File: src/rtl/bba_div.sv
module bba_div #(
  parameter int unsigned DW = 24
) (
  input  logic          clk_i,
  input  logic          rst_ni,
  input  logic          start_i,
  input  logic [DW-1:0] dividend_i,
  input  logic [DW-1:0] divisor_i,
  output logic          done_o,
  output logic [DW-1:0] quotient_o,
  output logic [DW-1:0] remainder_o
);

  localparam int unsigned CW = $clog2(DW + 1);

  logic          run_q;
  logic          done_q;
  logic [CW-1:0] cnt_q;
  logic [DW-1:0] quo_q;
  logic [DW-1:0] rem_q;
  logic [DW-1:0] dvs_q;
  logic [DW:0]   trial;
  logic          take;

  assign trial = {rem_q, quo_q[DW-1]};
  assign take  = (trial >= {1'b0, dvs_q});

  always_ff @(posedge clk_i or negedge rst_ni) begin
    if (!rst_ni) begin
      run_q  <= 1'b0;
      done_q <= 1'b0;
      cnt_q  <= '0;
    end else begin
      done_q <= 1'b0;
      if (start_i) begin
        run_q <= 1'b1;
        cnt_q <= CW'(DW);
      end else if (run_q) begin
        cnt_q <= cnt_q - CW'(1);
        if (cnt_q == CW'(1)) begin
          run_q  <= 1'b0;
          done_q <= 1'b1;
        end
      end
    end
  end

  // one quotient bit per cycle, restoring
  always_ff @(posedge clk_i) begin
    if (start_i) begin
      quo_q <= dividend_i;
      rem_q <= '0;
      dvs_q <= divisor_i;
    end else if (run_q) begin
      quo_q <= {quo_q[DW-2:0], take};
      rem_q <= take ? DW'(trial - {1'b0, dvs_q}) : DW'(trial);
    end
  end

  assign done_o      = done_q;
  assign quotient_o  = quo_q;
  assign remainder_o = rem_q;

endmodule

File: config.mk
export PLATFORM = sky130hd
export DESIGN_NAME = bba_div
export DESIGN_NICKNAME = d
export VERILOG_FILES = /design/src/rtl/bba_div.sv
export SDC_FILE = /design/constraint.sdc
export NUM_CORES = 1
export LEC_CHECK = 0
export ABC_AREA = 0
export BUFFER_PORTS_ARGS = -buffer_cell sky130_fd_sc_hd__buf_2
export CORE_MARGIN = 3
export CORE_UTILIZATION = 41
export DETAILED_ROUTE_END_ITERATION = 10
export PLACE_DENSITY = 0.68
export SKIP_CTS_REPAIR_TIMING = 1
export SYNTH_ARGS = -nofsm -noshare
export SYNTH_HDL_FRONTEND = slang
export SYNTH_SLANG_ARGS = --single-unit
File: constraint.sdc
create_clock -name clk_i -period 5.5 [get_ports clk_i]
set_input_delay 0.275 -clock clk_i [delete_from_list [all_inputs] [get_ports clk_i]]
set_output_delay 0.275 -clock clk_i [all_outputs]
set_load 0.01 [all_outputs]
==> results of run 1 <==
registers in the layout (all words and copies together), names as in the netlist:
register and count:
run_q 1, quotient_o 24, remainder_o 24, done_o 1, dvs_q 24, cnt_q 5
metal layers:
metal	part of all wire	vias up	global-route usage
li1	-	1714	-
met1	0.45	1602	0.2076
met2	0.47	80	0.2699
met3	0.068	13	0.05708
met4	0.017	0	0.05343
met5	0	-	0
cell type report:
cell class                      instances  area share
Tap cell                              136     0.03277
Inverter                               32     0.02313
Clock buffer                            9     0.02386
Sequential cell                        79      0.4039
Multi-Input combinational cell        288      0.4046
Timing Repair Buffer                  103      0.1017
Clock inverter                          7     0.01012
critical path, stage by stage (launching register included):
cell and delay, ns:
dfxtp_1 0.34, ha_1 0.40, and3_1 0.27, a41o_1 0.26, a2111o_1 0.46, a41oi_4 0.59, buf_4 0.38, mux2i_1 0.26
a211oi_2 0.09
final timing paths:
kind / to / slack (ns) / cells past startpoint
worst max-delay path: remainder_o[8] / 2.29 / 8
worst min-delay path: dvs_q[5] / 0.08 / 1
worst max register to register: remainder_o[8] / 2.29 / 8
worst min register to register: remainder_o[2] / 0.49 / 2
max in group asynchronous: cnt_q[4] / 5.07 / 2
min in group asynchronous: done_o / 0.26 / 2
cells in the mapped netlist (4+ instances only):
| library cell | number |
|---|---|
| edfxtp_1 | 48 |
| nor2_1 | 42 |
| inv_1 | 32 |
| a21oi_1 | 29 |
| ha_1 | 26 |
| dfxtp_1 | 24 |
| mux2_2 | 23 |
| nand2_1 | 21 |
| xnor2_1 | 15 |
| a211oi_1 | 14 |
| clkbuf_1 | 12 |
| mux2i_1 | 11 |
| a21o_1 | 8 |
| o21ai_0 | 8 |
| o21ai_1 | 8 |
| dfrtp_1 | 7 |
| nand3_1 | 7 |
| nor2b_1 | 7 |
| nor3_1 | 7 |
| nand2b_1 | 6 |
| a31oi_1 | 5 |
| and3_1 | 5 |
| nand4_1 | 5 |
| xor2_1 | 5 |
| buf_6 | 4 |
| o21a_1 | 4 |
cell families (layout without fill, tap and decap cells):
family          after synthesis  count (layout)
fa+ha+maj                    27              27
simple gates                106             106
compound gates              100             100
flops                        79              79
xor+xnor                     20              20
buf+inv                      52             151
mux                          35              35
through the flow:
| step | util | power [mW] | hold slack, ns |
|---|---|---|---|
| after global routing | 0.4985 | 2.606 | 0.05717 |
| after CTS | 0.4975 | 2.436 | -0.2927 |
| after global placement | 0.4806 | 2.002 | 0.1154 |
| final | 0.4985 | 2.401 | 0.07973 |
| after floorplan | - | 1.778 | -0.02059 |
| after detailed placement | 0.4806 | 2.022 | 0.1177 |
report_power, final:
part | switching [mW] | internal [mW] | leakage, nW
combinational | 0.630 | 0.507 | 1.53
clock | 0.232 | 0.169 | 0.0924
sequential | 0.105 | 0.759 | 0.766
total | 0.967 | 1.43 | 2.39
==> results.yml, run 1 <==
logic_synthesis:
  synth_top_family_by_area: "compound AO/OA/AOI/OAI gates"
  synth_area_um2: 4441
  yosys_warnings: 0
  syn_nets: 497
  post-synth-top-area-cell: "edfxtp_1"
  synth_xor_area_frac: 0.03945
  syn_inst: 419
  synth_top_cell_area_share: 0.3246
  synthFlopType: "edfxtp_1"
  synthAdderAreaFrac: 0.07777
  synth_edf_count: 48
  syn_avg_cell_area_um2: 10.60
  yosys-top-cells-area: "edfxtp_1 32%, dfxtp_1 11%, ha_1 7.3%"
  async_reset_ff_frac: 0.08861
  synth_compound_area_frac: 0.1575
  synthMuxAreaShare: 0.08566
  synth-seq-cells: 79
  ys_types: 55
  synth-simple-area-share: 0.1127
  ys_seq_area_frac: 0.4722
routing:
  dr_total_vias: 3409
  viasPerCell: 5.213
  firstDrtPassIters: 4
  antenna_left: 0
  drtIter0Drc: 185
  wirelength_mm: 9.574
  drc: 0
  wl_per_cell_um: 14.64
final_layout:
  final_common_cell: "buf_2"
  final_cell_mix: "99 x buf_2, 48 x edfxtp_1, 42 x nor2_1"
  seq_area_um2: 2097
  fillers: 1008
  multi_input_area_um2: 2101
  fin_nets: 591
  diodes: 0
  fin_cells: 654
  final_layout_size_suffix_gt1_frac: 0.2857
  area_delta_synth_final_pct: 16.93
  final_cell_area_um2: 5192
critical_path:
  critPathLaunch: "remainder_o[18]"
  endpoint_kind: "flop"
  cp-start-kind: "flop"
  critPathKind: "flop to flop"
  path_max_fanout: 23
  reg2reg_from: "remainder_o[18]"
  crit_arrival_ns: 3.43
  crit_required_ns: 5.71
sta:
  finalWorstSetupSlack_ns: 2.288
  fmax_ghz: 0.3113
  worst_pin_slew_ns: 0.9018
  timing.slew.headroom: 0.3981
  setup_viol: 0
  fin_skew_ns: 0.01191
  post-route-min-period_ns: 3.212
  hold_viol_final: 0
  tns_ns: 0
  rsz0062_at_grt: "no"
  finalMaxSlewViolations: 0
  period_share: 0.5841
place:
  place_ws_ns: 2.301
  hpwl_mm: 7.115
  postPlaceCellArea_um2: 5006
  io_buffers: 99
  routabilityCongestion: 0.8266
  dp_cells: 637
die:
  top_level_ports: 100
  die_y_um: 110.1
  start_util: 0.4263
  dieArea_um2: 12120
  dieWidth_um: 110.1
  coreArea_um2: 10420
  row_count: 37
global_route:
  antenna_found_initial: 0
  gr-total-overflow: 0
  grt_util_all_layers: 0.1662
  grt_start_max_net_pins: 58
  grt_pass1_vias: 3326
  grt_pass1_wl_mm: 15.72
hold_path:
  min_from: "divisor_i[5]"
  hold_path_class: "input port to flop"
power_and_ir_drop:
  powerDensity_nw_per_um2: 462.5
  leakage_nw: 2.385
  vdd_drop_max_mv: 0.2322
run:
  drv_cap: 0
cts:
  cts-htree-levels: 3
  cts_buffer_depth: 2
  cts_root_buf: "clkbuf_8"
  clock-sinks: 79
  cts_tree: "yes"
  cts_made_buffers: 9
  clk_pin_slew_worst_paths_ns: 0.09
  clkLatencyLatePin_ns: 0.36
outcome:
  status: "finished clean"
Note: power is estimated with default switching activity, not from simulation.
==> inputs of run 2 (changes only) <==
clock period = 3 ns   (was 5.5 ns; I/O delays follow)
==> results.yml, run 2 (same netlist as run 1, synthesis figures left out) <==
critical_path:
  path_max_fanout: 7
  r2r-end: "remainder_o[19]"
  crit_end: "remainder_o[19]"
  cp-start-kind: "flop"
  reg2reg_from: "remainder_o[5]"
  crit_required_ns: 3.25
  r2r_cells: 8
  ff2ff_setup_slack_ns: 0.21
  critPathKind: "flop to flop"
  endpoint_kind: "flop"
  critPathLaunch: "remainder_o[5]"
  crit_arrival_ns: 3.04
final_layout:
  area_delta_synth_final_pct: 23.75
  fin_nets: 618
  final_layout_size_suffix_gt1_frac: 0.2789
  final_cell_mix: "99 x buf_2, 48 x edfxtp_1, 42 x nor2_1"
  final_common_cell: "buf_2"
  fillers: 959
  diodes: 0
  final_cell_area_um2: 5495
routing:
  wirelength_mm: 9.776
  antenna_left: 0
  wl_per_cell_um: 14.36
  viasPerCell: 5.156
  drc: 0
  drtIter0Drc: 175
  firstDrtPassIters: 4
  dr_total_vias: 3511
power_and_ir_drop:
  vdd_drop_max_mv: 0.4455
  powerDensity_nw_per_um2: 830.1
  leakage_nw: 2.516
place:
  hpwl_mm: 7.155
  routabilityCongestion: 0.8714
  io_buffers: 99
  postPlaceCellArea_um2: 5041
cts:
  cts_tree: "yes"
  clock-sinks: 79
  cts_buffer_depth: 2
  cts-htree-levels: 3
  clk_pin_slew_worst_paths_ns: 0.09
  clkLatencyLatePin_ns: 0.35
  cts_made_buffers: 9
  cts_root_buf: "clkbuf_8"
sta:
  worst_pin_slew_ns: 0.6751
  hold_viol_final: 0
  tns_ns: 0
  rsz0062_at_grt: "no"
  finalMaxSlewViolations: 0
  fin_skew_ns: 0.009581
  fmax_ghz: 0.3583
  timing.slew.headroom: 0.5499
  holdWs_ns: 0.09770
  period_share: 0.9303
  post-route-min-period_ns: 2.791
  setup_viol: 0
global_route:
  grt_start_max_net_pins: 42
  antenna_found_initial: 0
  grt_pass1_vias: 3203
  grt_util_all_layers: 0.1654
  gr-total-overflow: 0
  grt_pass1_wl_mm: 15.76
die:
  dieArea_um2: 12120
  start_util: 0.4263
  dieWidth_um: 110.1
  top_level_ports: 100
  coreArea_um2: 10420
  row_count: 37
  die_y_um: 110.1
hold_path:
  hold_path_class: "input port to flop"
outcome:
  status: "finished clean"
run:
  drv_cap: 0
[run 2: cell count changes in the layout (fill, tap and decap cells not counted), sizes merged]
| cell | change |
|---|---|
| bufinv | +1 |
| buf | +3 |
| dlygate4sd3 | +24 |
| inv | -1 |
| clkinv | -1 |
| clkinvlp | +1 |
[run 2: worst min-delay path by stage]
stage	from	cells past startpoint	slack [ns]	endpoint
2_1_floorplan	rst_ni	0	-0.15	cnt_q[0]
3_3_place_gp	rst_ni	1	-0.01	done_o
3_5_place_dp	rst_ni	1	-0.006	done_o
4_1_cts	rst_ni	1	-0.39	run_q
5_1_grt	dividend_i[13]	2	0.08	quotient_o[13]
6_report	dividend_i[4]	2	0.1	quotient_o[4]
[run 2: layer usage]
layer	vias to the layer above	GRT usage	wire, um
li1	1767	-	-
met1	1648	0.2158	4614
met2	88	0.2660	4487
met3	8	0.05416	578
met4	0	0.04007	97
met5	-	0	0
[run 2: per-stage QoR]
stage,utilization,setup slack (ns),instances,power (mW)
after floorplan,-,0.3649,419,3.259
after global placement,0.4840,0.3283,640,3.698
after detailed placement,0.4840,0.2141,640,3.738
after CTS,0.5035,0.2053,656,4.571
after global routing,0.5276,0.02037,681,4.910
final,0.5276,0.2090,681,4.562
[run 2: critical path: stages, from the launching register on]
cell and delay [ns]:
dfxtp_1 0.34, ha_1 0.39, a2111o_1 0.49, o2111ai_2 0.22
nand3b_1 0.16, a31oi_1 0.31, mux2_1 0.36, a31o_2 0.20
a311oi_1 0.24
[run 2: power by group]
group          internal (mW)  switching [mW]  leakage [nW]  total [mW]
combinational          0.980            1.18          1.65        2.16
clock                  0.396           0.425         0.102       0.821
sequential              1.39           0.193         0.766        1.58
total                   2.77            1.80          2.52        4.56
[run 2: area by class of cell]
cell class / instances / area [um2] / area share
sequential: 79 / 2097 / 0.3816
clock inverter: 7 / 80.08 / 0.01457
clock buffer: 9 / 123.9 / 0.02254
tap: 136 / 170.2 / 0.03097
inverter: 32 / 120.1 / 0.02186
timing repair buffer: 130 / 803.3 / 0.1462
multi-input combinational: 288 / 2101 / 0.3823
